[src/design/bfgr_pkg.sv]
`default_nettype none

package bfgr_pkg;

  // Default sizes
  localparam int FONT_BYTES_DEF  = 2048;
  localparam int MAX_COLUMNS_DEF = 32;

  // Input item modes
  localparam logic [1:0] MODE_WRITE  = 2'd0;
  localparam logic [1:0] MODE_ADDR   = 2'd1;
  localparam logic [1:0] MODE_RENDER = 2'd2;

  // Result kinds
  localparam logic [1:0] KIND_DATA    = 2'd0;
  localparam logic [1:0] KIND_CMD     = 2'd1;
  localparam logic [1:0] KIND_MISSING = 2'd2;

  // Display controller address commands
  localparam logic [7:0] CMD_PAGE   = 8'h40;
  localparam logic [7:0] CMD_COLUMN = 8'h80;

  // Pixel rows held by one display byte
  localparam int BYTE_ROWS = 8;

  // Font read address select
  localparam logic [2:0] ASEL_HDR_COUNT = 3'd0;
  localparam logic [2:0] ASEL_HDR_ROWS  = 3'd1;
  localparam logic [2:0] ASEL_CODE      = 3'd2;
  localparam logic [2:0] ASEL_WIDTH     = 3'd3;
  localparam logic [2:0] ASEL_COL0      = 3'd4;
  localparam logic [2:0] ASEL_COL1      = 3'd5;

  // Output byte select
  localparam logic [1:0] OSEL_DATA    = 2'd0;
  localparam logic [1:0] OSEL_PAGE    = 2'd1;
  localparam logic [1:0] OSEL_COLUMN  = 2'd2;
  localparam logic [1:0] OSEL_MISSING = 2'd3;

  // Controller to datapath commands
  typedef struct packed {
    logic       take_item;
    logic       wr_en;
    logic       rd_en;
    logic [2:0] asel;
    logic       count_ld;
    logic       rows_ld;
    logic       walk_init;
    logic       code_ld;
    logic       walk_adv;
    logic       cols_ld;
    logic       c0_ld;
    logic       c1_ld;
    logic       col_adv;
    logic       out_ld;
    logic [1:0] osel;
    logic       out_last;
  } dp_cmd_t;

  // Datapath to controller status
  typedef struct packed {
    logic walk_end;
    logic match;
    logic cols_zero;
    logic col_last;
    logic tall;
    logic out_free;
  } dp_sts_t;

endpackage

`default_nettype wire

[src/design/bfgr_ctrl.sv]
`default_nettype none

module bfgr_ctrl (
  input  wire logic              clk,
  input  wire logic              rst,
  input  wire logic              in_valid,
  output logic                   in_stall,
  input  wire logic [1:0]        mode,
  input  wire bfgr_pkg::dp_sts_t sts,
  output bfgr_pkg::dp_cmd_t      cmd
);

  import bfgr_pkg::*;

  localparam logic [3:0] S_IDLE = 4'd0;
  localparam logic [3:0] S_HDR0 = 4'd1;
  localparam logic [3:0] S_HDR1 = 4'd2;
  localparam logic [3:0] S_HDR2 = 4'd3;
  localparam logic [3:0] S_CHK  = 4'd4;
  localparam logic [3:0] S_CODE = 4'd5;
  localparam logic [3:0] S_WID  = 4'd6;
  localparam logic [3:0] S_COL  = 4'd7;
  localparam logic [3:0] S_C0   = 4'd8;
  localparam logic [3:0] S_C1   = 4'd9;
  localparam logic [3:0] S_EMIT = 4'd10;
  localparam logic [3:0] S_MISS = 4'd11;
  localparam logic [3:0] S_CMD0 = 4'd12;
  localparam logic [3:0] S_CMD1 = 4'd13;

  logic [3:0] state;
  logic [3:0] state_next;

  assign in_stall = (state != S_IDLE);

  always_comb begin
    state_next = state;
    cmd        = '0;
    case (state)
      S_IDLE: begin
        if (in_valid) begin
          cmd.take_item = 1'b1;
          case (mode)
            MODE_WRITE:  cmd.wr_en = 1'b1;
            MODE_ADDR:   state_next = S_CMD0;
            MODE_RENDER: state_next = S_HDR0;
            default:     state_next = S_IDLE;
          endcase
        end
      end
      // Header: glyph count then row height
      S_HDR0: begin
        cmd.rd_en  = 1'b1;
        cmd.asel   = ASEL_HDR_COUNT;
        state_next = S_HDR1;
      end
      S_HDR1: begin
        cmd.rd_en    = 1'b1;
        cmd.asel     = ASEL_HDR_ROWS;
        cmd.count_ld = 1'b1;
        state_next   = S_HDR2;
      end
      S_HDR2: begin
        cmd.rows_ld   = 1'b1;
        cmd.walk_init = 1'b1;
        state_next    = S_CHK;
      end
      // Record walk: code read, width read, compare and skip
      S_CHK: begin
        if (sts.walk_end) begin
          state_next = S_MISS;
        end else begin
          cmd.rd_en  = 1'b1;
          cmd.asel   = ASEL_CODE;
          state_next = S_CODE;
        end
      end
      S_CODE: begin
        cmd.rd_en   = 1'b1;
        cmd.asel    = ASEL_WIDTH;
        cmd.code_ld = 1'b1;
        state_next  = S_WID;
      end
      S_WID: begin
        if (!sts.match) begin
          cmd.walk_adv = 1'b1;
          state_next   = S_CHK;
        end else if (sts.cols_zero) begin
          state_next = S_IDLE;
        end else begin
          cmd.cols_ld = 1'b1;
          state_next  = S_COL;
        end
      end
      // Column fetch, one or two bytes
      S_COL: begin
        cmd.rd_en  = 1'b1;
        cmd.asel   = ASEL_COL0;
        state_next = S_C0;
      end
      S_C0: begin
        cmd.c0_ld = 1'b1;
        if (sts.tall) begin
          cmd.rd_en  = 1'b1;
          cmd.asel   = ASEL_COL1;
          state_next = S_C1;
        end else begin
          state_next = S_EMIT;
        end
      end
      S_C1: begin
        cmd.c1_ld  = 1'b1;
        state_next = S_EMIT;
      end
      S_EMIT: begin
        if (sts.out_free) begin
          cmd.out_ld   = 1'b1;
          cmd.osel     = OSEL_DATA;
          cmd.out_last = sts.col_last;
          if (sts.col_last) begin
            state_next = S_IDLE;
          end else begin
            cmd.col_adv = 1'b1;
            state_next  = S_COL;
          end
        end
      end
      S_MISS: begin
        if (sts.out_free) begin
          cmd.out_ld   = 1'b1;
          cmd.osel     = OSEL_MISSING;
          cmd.out_last = 1'b1;
          state_next   = S_IDLE;
        end
      end
      // Display address command pair
      S_CMD0: begin
        if (sts.out_free) begin
          cmd.out_ld = 1'b1;
          cmd.osel   = OSEL_PAGE;
          state_next = S_CMD1;
        end
      end
      S_CMD1: begin
        if (sts.out_free) begin
          cmd.out_ld   = 1'b1;
          cmd.osel     = OSEL_COLUMN;
          cmd.out_last = 1'b1;
          state_next   = S_IDLE;
        end
      end
      default: begin
        state_next = S_IDLE;
      end
    endcase
  end

  always_ff @(posedge clk) begin
    if (rst) begin
      state <= S_IDLE;
    end else begin
      state <= state_next;
    end
  end

endmodule

`default_nettype wire

[config.mk]
export PLATFORM = sky130hd
export DESIGN_NAME = bfgr_ctrl
export DESIGN_NICKNAME = d
export VERILOG_FILES = /design/src/design/bfgr_pkg.sv /design/src/design/bfgr_ctrl.sv
export SDC_FILE = /design/constraint.sdc
export NUM_CORES = 1
export LEC_CHECK = 0
export BUFFER_PORTS_ARGS = -buffer_cell sky130_fd_sc_hd__buf_2
export CORE_MARGIN = 2
export CORE_UTILIZATION = 40
export DETAILED_ROUTE_END_ITERATION = 8
export HOLD_SLACK_MARGIN = 0.05
export PLACE_DENSITY = 0.79
export SLEW_MARGIN = 20
export SYNTH_ARGS = -nofsm -noshare
export SYNTH_HDL_FRONTEND = slang
export SYNTH_SLANG_ARGS = --single-unit
export TNS_END_PERCENT = 30
[constraint.sdc]
create_clock -name clk -period 1.4 [get_ports clk]
set_input_delay 0.42 -clock clk [delete_from_list [all_inputs] [get_ports clk]]
set_output_delay 0.42 -clock clk [all_outputs]
set_load 0.02 [all_outputs]
Word level (Yosys, flattened, before mapping):

Cells that the tools add are included.
W data, S select, Z words.

* eq/ne operators: 20
* mux-type cells: 34
* reduce and logical (&&, ||, !) cells: 5

Operators with widths (number)
* $pmux W4 S13: 1
* $mux W4: 10
* $eq A4 B4 Y1 const B: 6
* $pmux W4 S6: 1
* $eq A4 B3 Y1 const B: 4
* $pmux W3 S4: 1
* $pmux W4 S3: 1
* $mux W1: 10
* $mux W2: 5
* $mux W3: 3
* $eq A4 B2 Y1 const B: 2
* $ne A2 B2 Y1 const B: 4
* $mux W5: 1
* $reduce_and A5 Y1: 1
* $eq A4 B1 Y1 const B: 1
* $logic_not A4 Y1: 1
* $reduce_bool A4 Y1: 1
* $pmux W1 S3: 1
* $eq A2 B1 Y1 const B: 1
* $eq A2 B2 Y1 const B: 1
* $logic_not A2 Y1: 1
* $ne A2 B1 Y1 const B: 1
* $reduce_or A2 Y1: 1

* register bits: 4

Logic depth before layout (Yosys ltp):

Gate-level depths: netlist of the first run.

* depth after elaboration: 4
* depth in mapped cells: 6
* mapped depth without buffers: 4

Worst setup path before layout of the first run:

Ideal clock, no wire load.

* path type: register to output
* start: register state[2]
* end: output cmd[15] (netlist name)
* arrival time: 1.682 ns
* required time: 0.980 ns
* path slack: -0.702 ns
* stages on the path, launching flop included: 6
* cell sequence: dfxtp_1 -> buf_6 -> or2b_2 -> nor3_1 -> nand2_1 -> o21ai_0

RTL lines
* from (decl): line bfgr_ctrl.sv:30 `logic [3:0] state;`
* from (signal assigned): line bfgr_ctrl.sv:161 `state <= state_next;`
* to (decl): line bfgr_ctrl.sv:10 `output bfgr_pkg::dp_cmd_t cmd`

==> results of run 1 <==
-- worst max-delay path by stage --
stage,cells after the start,end
final,5,cmd[16]
after floorplan,4,cmd[17]
after global placement,5,cmd[16]
after CTS,5,cmd[13]
after global routing,6,cmd[11]
after detailed placement,5,cmd[16]
-- layout make-up --
| cell class | instances | share of cell area, % |
|---|---|---|
| flip-flops and latches | 4 | 6.42 |
| inverters | 4 | 1.18 |
| clock buffers | 3 | 1.52 |
| repair buffers | 76 | 41.1 |
| well taps | 25 | 2.11 |
| multi-input cells | 77 | 47.6 |
-- metal layers --
metal / vias to the layer above / track usage [%]
li1: 489 / -
met1: 544 / 41.5
met2: 50 / 56.4
met3: 20 / 5.88
met4: 0 / 20.0
met5: - / 0
-- critical path, delay by kind of cell (launching register included) --
kind / cells / cell delay (ps)
flip-flops: 1 / 390
AND/OR/NAND/NOR: 3 / 590
buffers and inverters: 1 / 140
AO/OA/AOI/OAI: 1 / 80
-- per-stage QoR --
| stage | power (mW) | area, um2 | TNS (ps) | utilization, % | setup WS, ps |
|---|---|---|---|---|---|
| global placement | 2.50 | 1180 | -3130 | 68.9 | -236 |
| CTS | 3.30 | 1430 | -7250 | 83.9 | -428 |
| finish | 3.56 | 1480 | -8030 | 86.7 | -454 |
| global route | 3.73 | 1480 | -9350 | 86.7 | -512 |
| detailed placement | 2.60 | 1180 | -4040 | 68.9 | -273 |
| floorplan | 1.79 | 807 | -3840 | - | -337 |
-- cell usage after synthesis (all sizes together), types with 2 or more instances --
cell    number  area (um2)
nor4         3        33.8
or2b         2        20.0
mux2i        2        23.8
nand2        4        15.0
nand4        2        12.5
o21ai        6        30.0
inv          4        15.0
buf          7        58.8
a21o         2        17.5
nor2b        4        25.0
a21oi        9        45.0
nor3         5        25.0
nand2b       3        18.8
or3b         4        35.0
o211ai       3        22.5
clkbuf       2        27.5
nand3        2        15.0
nor2         8        30.0
nor3b        2        15.0
dfxtp        4        80.1
or4b         2        20.0
-- cell families after synthesis --
kind of cell,count (synthesis),synth area share (%)
simple gates,43,38.5
compound gates,29,28.8
buf+inv,13,14.0
flops,4,11.1
mux,3,4.84
xor+xnor,1,1.21
fa+ha+maj,1,1.55
-- power by group through the flow --
stage	logic, mW	registers (mW)	clock network [mW]
final	3.08	0.340	0.144
after detailed placement	2.28	0.320	0
after CTS	2.83	0.326	0.145
after floorplan	1.56	0.227	0
after global placement	2.20	0.305	0
after global routing	3.22	0.344	0.161
-- what timing repair did --
| item | 4_1_cts | 5_1_grt |
|---|---|---|
| resized for setup | 51 | 11 |
| setup buffers | 9 | 0 |
| pin swaps | 12 | 2 |
| hold endpoints to repair | 0 | 0 |
| endpoints found under the setup margin | 24 | 24 |
==> results_dict.tcl, run 1 <==
set metrics [dict create \
    wirelength_um 3440 \
    power_density_mw_per_mm2 2400 \
    edff_count_synth 0 \
    path_clk_slew_ps 40 \
    reg2reg_from "state[0]" \
    met3RoutedLength_um 150 \
    gp_congestion 0.840 \
    core.rowCount 15 \
    synth_area_per_cell_um2 7.71 \
    power.ir.vdd_worst_uv 2050 \
    met2WireLength_um 1730 \
    y_dimension_of_the_die_um 46.6 \
    detailedRoute.firstPassIterationCount 4 \
    fin_worst_skew_ps 1.67 \
    netlist_instances 94 \
    cts.hold.buffers_added 0 \
    min_period_ps 1850 \
    final_count_of_pins_violating_max_slew 0 \
    htreeDepth 1 \
    buffer_ports.inserted 30 \
    crit_path_kind "register to output port" \
    postSynthNetCount 105 \
    timing.critical_path.cells "or2b_4, nor3_4, nand2_2, o21ai_2, buf_6" \
    postSynth.topFlopCell "sky130_fd_sc_hd__dfxtp_1" \
    first_iter_violations 24 \
    clock_insertion_delay_worst_skew_ps 230 \
    p_comb_share_pct 86.4 \
    dp_hpwl_um 2040 \
    worst_setup_path_startpoint "state[3]" \
    async_flop_share_pct 0 \
    tightestPinTransition_ps 263 \
    diodes 0 \
    postSynthRegisterBits 4 \
    finalCritPeriodShare_pct 132 \
    run_status "finished, violations left" \
    timing.max_cap.violations 0 \
    finalHoldWorstSlack_ps 396 \
    clockRootBuffer "sky130_fd_sc_hd__clkbuf_4" \
    most-common-layout-cells "sky130_fd_sc_hd__buf_4 (48), sky130_fd_sc_hd__buf_6 (15), sky130_fd_sc_hd__buf_2 (12)" \
    clkSinkCount 4 \
    cp_data_arrival_time_ps 1430 \
    ys_warn_count 0 \
    cp-start-kind "register" \
    routed_via_density 5.84 \
    number_of_flip_flops_under_the_largest_register_name 4 \
    final_layout_size_suffix_gt1_share_pct 72.6 \
    clock_power_share_pct 4.0 \
    design.final.nets 177 \
    detail_route.drc_violations 0 \
    die_width_um 46.6 \
    hold_start "rst" \
    worst_r2r_endpoint "state[3]" \
    worstHoldPathCells 2 \
    routedLengthMet1_um 1400 \
    synth_cell_type_count 42 \
    leakage_nw 0.647 \
    numCtsBuffers 3 \
    pin_count_of_the_biggest_net_entering_global_routing 13 \
    synth_area_um2 724 \
    worst_hold_path.endpoint "state[2]" \
    timing.critical_path.to_type "output port" \
    top_layer "met4" \
    initial_utilization_pct 42.4 \
    synth_sequential_area_ratio_pct 11.1 \
    via_count_of_the_first_global_routing_pass 1074 \
    first_pass_grt_wire_length_um 5110 \
    boundaryPins 31 \
    die_area_mm2 0.00217 \
    design.core.area_mm2 0.00171 \
    fillerInstances 91 \
    timing.critical_path.required_ps 980 \
    rr_worst_depth 5 \
    critical_path.slowest_cell "sky130_fd_sc_hd__dfxtp_4" \
    track_usage_pct 34.4 \
    net-switching-power_mw 1.70 \
    post_dr_wirelength_cell_um 18.2 \
    most_common_library_cell_in_the_layout_ignoring_fill_and_taps "sky130_fd_sc_hd__buf_4" \
    vias 1103 \
    crit_fanout 6 \
    final_hold_viol_count 0 \
    final_antenna_net_count 0 \
    slew_headroom_pct 82.3 \
    final-setup-viol-count 24 \
    area_taken_by_multi_input_logic_gates_um2 706 \
    switching_share_pct 47.7 \
    layout.area.seq_um2 95.1 \
    cell_internal_pwr_mw 1.86 \
    critical_path.max_stage_delay_ps 390 \
    hp-class "primary input to register" \
    largest_register "state" \
    worst_r2r_setup_slack_ps -260 \
    sequential_power_share_pct 9.5 \
    grt-ovfl-total 0 \
    setup_slack_ps -454 \
    instances_no_fill 189 \
    cts_max_path_buffers 2 \
    grt_setup_unrepaired "yes" \
    areaGrowthSynthToFinish_pct 104 \
    violations "negative setup slack" \
    biggestRegsByFlops "state (4)" \
    fmax_ghz 0.539 \
    tritoncts "done" \
    dp.cells 177 \
    antenna_found_initial 0 \
]
Power figures use the tool's default switching activity.
==> inputs of run 2 (changes only) <==
--- a/config.mk
+++ b/config.mk
@@ -6,11 +6,13 @@
 export NUM_CORES = 1
 export LEC_CHECK = 0
 export BUFFER_PORTS_ARGS = -buffer_cell sky130_fd_sc_hd__buf_2
+export CELL_PAD_IN_SITES_DETAIL_PLACEMENT = 1
+export CELL_PAD_IN_SITES_GLOBAL_PLACEMENT = 2
 export CORE_MARGIN = 2
-export CORE_UTILIZATION = 40
+export CORE_UTILIZATION = 22
 export DETAILED_ROUTE_END_ITERATION = 8
 export HOLD_SLACK_MARGIN = 0.05
-export PLACE_DENSITY = 0.79
+export PLACE_DENSITY = 0.8
 export SLEW_MARGIN = 20
 export SYNTH_ARGS = -nofsm -noshare
 export SYNTH_HDL_FRONTEND = slang
==> run 2 against run 1 <==
Against the previous run: the flow still finishes with violations (negative setup slack); combinational power is 6% lower; sequential power decreased by 7.1%; register-to-register slack barely moved; total power fell by 5.2%; wire length shrank 10%; hold slack worse by 7.3 ps; cell count grew 7.9%; critical endpoint is now cmd[17]; largest cell class unchanged; highest routed layer unchanged.
==> results_dict.tcl, run 2 (synthesized netlist as in run 1, its figures left out) <==
set metrics [dict create \
    cp_data_arrival_time_ps 1500 \
    timing.critical_path.required_ps 980 \
    totalPowerFinal_mw 3.38 \
    most-common-layout-cells "sky130_fd_sc_hd__buf_4 (44), sky130_fd_sc_hd__buf_6 (17), sky130_fd_sc_hd__buf_2 (11)" \
    most_common_library_cell_in_the_layout_ignoring_fill_and_taps "sky130_fd_sc_hd__buf_4" \
    power_density_mw_per_mm2 2360 \
    critical_path.slowest_cell "sky130_fd_sc_hd__dfxtp_4" \
    layout.core_utilization_pct 46.2 \
    initial_utilization_pct 23.3 \
    violations "negative setup slack" \
    tritoncts "done" \
    grt_setup_unrepaired "yes" \
    boundaryPins 31 \
    timing.critical_path.cells "nor4_4, and2_4, nor3b_4, buf_6" \
    path_clk_slew_ps 40 \
    first_iter_violations 44 \
    cell_internal_pwr_mw 1.82 \
    pin_count_of_the_biggest_net_entering_global_routing 12 \
    diodes 0 \
    number_of_flip_flops_under_the_largest_register_name 4 \
    switching_share_pct 46.1 \
    detail_route.drc_violations 0 \
    grt-ovfl-total 0 \
    run_status "finished, violations left" \
    layout.area.seq_um2 95.1 \
    tightestPinTransition_ps 317 \
    clockRootBuffer "sky130_fd_sc_hd__clkbuf_4" \
    vias 984 \
    clock_power_share_pct 4.4 \
    post_dr_wirelength_cell_um 15.1 \
    timing.max_cap.violations 0 \
    first_pass_grt_wire_length_um 4830 \
    crit_path_kind "register to output port" \
    final_count_of_pins_violating_max_slew 0 \
    pre_cts_ws_ps -306 \
    p_comb_share_pct 86.3 \
    htreeDepth 1 \
    antenna_found_initial 0 \
    crit_fanout 7 \
    power.ir.vdd_worst_uv 816 \
    leakage_nw 0.627 \
    buffer_ports.inserted 30 \
    sequential_power_share_pct 9.4 \
    fmax_ghz 0.522 \
    final_hold_viol_count 0 \
    design.final.nets 173 \
    final_layout_size_suffix_gt1_share_pct 70.0 \
    critical_path.max_stage_delay_ps 370 \
    hp-class "primary input to register" \
    numCtsBuffers 3 \
    slew_headroom_pct 78.7 \
    die_area_mm2 0.00377 \
    routed_via_density 4.82 \
    design.core.area_mm2 0.00310 \
    gp_congestion 0.876 \
    final-setup-viol-count 24 \
    die_width_um 61.4 \
    largest_register "state" \
    area_taken_by_multi_input_logic_gates_um2 669 \
    detailedRoute.firstPassIterationCount 4 \
    timing.critical_path.to_type "output port" \
    core.rowCount 20 \
    track_usage_pct 17.7 \
    clkSinkCount 4 \
    cp-start-kind "register" \
    cts_max_path_buffers 2 \
    biggestRegsByFlops "state (4)" \
    y_dimension_of_the_die_um 61.4 \
    fillerInstances 402 \
    min_period_ps 1920 \
    fin_worst_skew_ps 4.28 \
    clock_insertion_delay_worst_skew_ps 240 \
    dp_hpwl_um 2330 \
    wirelength_um 3080 \
    areaGrowthSynthToFinish_pct 97.9 \
    finalCritPeriodShare_pct 137 \
    via_count_of_the_first_global_routing_pass 1026 \
    final_antenna_net_count 0 \
    setup_slack_ps -516 \
    net-switching-power_mw 1.56 \
]
==> run 2: changes by cell type in the layout (fill, tap and decap cells not counted), moves of 2 or more <==
cell	before	now
sky130_fd_sc_hd__a21oi_1	6	9
sky130_fd_sc_hd__o21ai_0	4	2
sky130_fd_sc_hd__a21oi_2	3	0
sky130_fd_sc_hd__inv_2	0	2
sky130_fd_sc_hd__buf_6	15	17
sky130_fd_sc_hd__o21ai_1	0	2
sky130_fd_sc_hd__buf_4	48	44
==> run 2: power by group through the flow <==
stage	combinational, mW	sequential [mW]	clock, mW
3_3_place_gp	2.18	0.302	0
2_1_floorplan	1.56	0.227	0
4_1_cts	2.71	0.313	0.153
5_1_grt	3.10	0.329	0.164
3_5_place_dp	2.23	0.314	0
6_report	2.91	0.316	0.148
==> run 2: worst max-delay path: cells and delay by family (launching register included) <==
family        cells  cell delay, ps
flops             1             370
simple gates      3             750
buf+inv           1             140
==> run 2: per-layer routing <==
layer	track usage, %	share of wire (%)
met1	20.2	42
met2	32.5	52
met3	4.41	4.3
met4	4.86	1.9
met5	0	0
==> run 2: per-stage QoR <==
stage	hold WS (ps)	cell area (um2)	setup TNS, ps	instances
after floorplan	477	807	-3840	94
after global placement	638	1150	-3750	190
after detailed placement	643	1150	-4600	190
after CTS	384	1370	-8030	202
after global routing	387	1430	-9390	204
final	389	1430	-7830	204
==> run 2: worst paths after layout <==
path                  from  cells past startpoint  slack (ps)  endpoint
setup / recovery  state[1]                      4        -520   cmd[17]
hold / removal         rst                      2         390  state[2]
setup reg to reg  state[0]                      7        -270  state[2]
hold reg to reg   state[3]                      3         700  state[0]
==> run 2: cell type report <==
type / instances / area share (%)
Tap cell: 44 / 3.84
Clock buffer: 3 / 1.57
Sequential cell: 4 / 6.63
Timing Repair Buffer: 72 / 40.2
Inverter: 4 / 1.05
Multi-Input combinational cell: 77 / 46.7
==> run 2: timing repair <==
action | CTS | global route
hold buffers | 0 | 0
endpoints found under the setup margin | 24 | 24
resized for setup | 39 | 18
pin swaps | 6 | 4
buffers inserted | 9 | 3
==> inputs of run 3 (changes only) <==
--- a/config.mk
+++ b/config.mk
@@ -10,6 +10,7 @@
 export CELL_PAD_IN_SITES_GLOBAL_PLACEMENT = 2
 export CORE_MARGIN = 2
 export CORE_UTILIZATION = 22
+export CTS_BUF_LIST = sky130_fd_sc_hd__clkbuf_8 sky130_fd_sc_hd__clkbuf_16
 export DETAILED_ROUTE_END_ITERATION = 8
 export HOLD_SLACK_MARGIN = 0.05
 export PLACE_DENSITY = 0.8
==> run 3 against run 2 <==
Against the previous run: the run still ends with negative setup slack left; combinational power about the same; register-to-register slack lost 70 ps; worst setup slack improved by 65 ps; core utilization increased by 0.56 points; hold slack improved by 26 ps; sequential share of layout area fell by 0.25 points; critical path type unchanged; largest cell class unchanged.
==> results_dict.tcl, run 3 (synthesized netlist as in run 1, its figures left out) <==
set metrics [dict create \
    worst_r2r_endpoint "state[1]" \
    cell_internal_pwr_mw 1.86 \
    via_count_of_the_first_global_routing_pass 1045 \
    reg2reg_from "state[0]" \
    tritoncts "done" \
    clockRootBuffer "sky130_fd_sc_hd__clkbuf_8" \
    min_period_ps 1850 \
    y_dimension_of_the_die_um 61.4 \
    design.core.area_mm2 0.00310 \
    setup_slack_ps -451 \
    final_hold_viol_count 0 \
    post_dr_wirelength_cell_um 16.0 \
    final_layout_size_suffix_gt1_share_pct 70.4 \
    rr_worst_depth 7 \
    biggestRegsByFlops "state (4)" \
    most-common-layout-cells "sky130_fd_sc_hd__buf_4 (46), sky130_fd_sc_hd__buf_6 (13), sky130_fd_sc_hd__buf_2 (12)" \
    first_iter_violations 20 \
    layout.core_utilization_pct 46.8 \
    final_antenna_net_count 0 \
    timing.max_cap.violations 0 \
    cts_max_path_buffers 2 \
    wirelength_um 3250 \
    grt_setup_unrepaired "yes" \
    initial_utilization_pct 23.3 \
    htreeDepth 1 \
    hp-class "primary input to register" \
    instances_no_fill 203 \
    cp-start-kind "register" \
    leakage_nw 0.624 \
    power_density_mw_per_mm2 2390 \
    dp.cells 190 \
    slew_headroom_pct 78.9 \
    tightestPinTransition_ps 313 \
    areaGrowthSynthToFinish_pct 100 \
    crit_path_kind "register to output port" \
    timing.critical_path.required_ps 980 \
    final-setup-viol-count 24 \
    clock_power_share_pct 7.3 \
    dp_hpwl_um 2330 \
    routed_via_density 4.87 \
    pin_count_of_the_biggest_net_entering_global_routing 12 \
    die_area_mm2 0.00377 \
    worst_setup_path_endpoint "cmd[17]" \
    cp_data_arrival_time_ps 1430 \
    path_clk_slew_ps 40 \
    clkSinkCount 4 \
    net-switching-power_mw 1.61 \
    gp_congestion 0.876 \
    grt-ovfl-total 0 \
    first_pass_grt_wire_length_um 4970 \
    clock_insertion_delay_worst_skew_ps 230 \
    worst_r2r_setup_slack_ps -340 \
    violations "negative setup slack" \
    fin_worst_skew_ps 6.79 \
    fillerInstances 392 \
    timing.critical_path.to_type "output port" \
    worst_setup_path_startpoint "state[1]" \
    antenna_found_initial 0 \
    most_common_library_cell_in_the_layout_ignoring_fill_and_taps "sky130_fd_sc_hd__buf_4" \
    number_of_flip_flops_under_the_largest_register_name 4 \
    boundaryPins 31 \
    crit_fanout 9 \
    power.ir.vdd_worst_uv 909 \
    numCtsBuffers 3 \
    design.final.nets 172 \
    finalHoldWorstSlack_ps 415 \
    cts.hold.buffers_added 0 \
    die_width_um 61.4 \
    final_count_of_pins_violating_max_slew 0 \
    diodes 0 \
    largest_register "state" \
    vias 989 \
    detailedRoute.firstPassIterationCount 2 \
    switching_share_pct 46.4 \
    buffer_ports.inserted 30 \
    sequential_power_share_pct 9.4 \
    fmax_ghz 0.540 \
    run_status "finished, violations left" \
    core.rowCount 20 \
    p_comb_share_pct 83.3 \
    worstHoldPathCells 2 \
    detail_route.drc_violations 0 \
    finalCritPeriodShare_pct 132 \
    track_usage_pct 18.3 \
]
-- run 3: cell types whose count changed in the layout (fill, tap and decap cells not counted), sizes merged --
cell	previous run	this run
buf	72	71
-- run 3: cell type report --
class	instances	area (um2)	area share, %
multi-input cells	77	696	47.9
well taps	44	55.1	3.79
clock buffers	3	41.3	2.84
flip-flops and latches	4	92.6	6.38
repair buffers	71	552	38.0
inverters	4	15.0	1.03
-- run 3: how the worst min path moves through the flow --
stage                     from        to  slack (ps)
final                      rst  state[0]         420
after global routing       rst  state[1]         430
after CTS                  rst  state[0]         410
after detailed placement   rst  state[2]         640
after global placement     rst  state[2]         640
after floorplan            rst  state[2]         480
-- run 3: repair_timing --
| action | CTS | global route |
|---|---|---|
| cloned | 0 | 0 |
| pin swaps | 12 | 4 |
| buffers inserted | 7 | 3 |
| resized for setup | 44 | 7 |
| setup endpoints to repair | 24 | 24 |
-- run 3: power by group through the flow --
stage / Sequential (mW) / Clock [mW] / Combinational (mW)
after CTS: 0.322 / 0.260 / 2.72
after detailed placement: 0.314 / 0 / 2.23
after floorplan: 0.227 / 0 / 1.56
after global routing: 0.337 / 0.269 / 3.07
after global placement: 0.302 / 0 / 2.18
final: 0.326 / 0.254 / 2.88
-- run 3: critical path, stage by stage, from the launching register on --
cell and delay (ps):
sky130_fd_sc_hd__dfxtp_4 370, sky130_fd_sc_hd__nor4_4 320, sky130_fd_sc_hd__and2_4 200, sky130_fd_sc_hd__nor3b_4 170
sky130_fd_sc_hd__buf_6 140
-- run 3: per-layer routing --
layer	track usage [%]	vias up	wire length, um
li1	-	481	-
met5	0	-	0
met2	32.7	30	1670
met3	4.41	11	129
met4	5.47	0	99
met1	21.7	467	1350
-- run 3: stage by stage --
step / TNS (ps) / setup WS (ps) / instance area [um2] / power (mW)
2_1_floorplan: -3840 / -337 / 807 / 1.79
3_3_place_gp: -3750 / -264 / 1150 / 2.48
3_5_place_dp: -4600 / -306 / 1150 / 2.55
4_1_cts: -7340 / -455 / 1400 / 3.30
5_1_grt: -9000 / -522 / 1450 / 3.67
6_report: -7660 / -451 / 1450 / 3.46
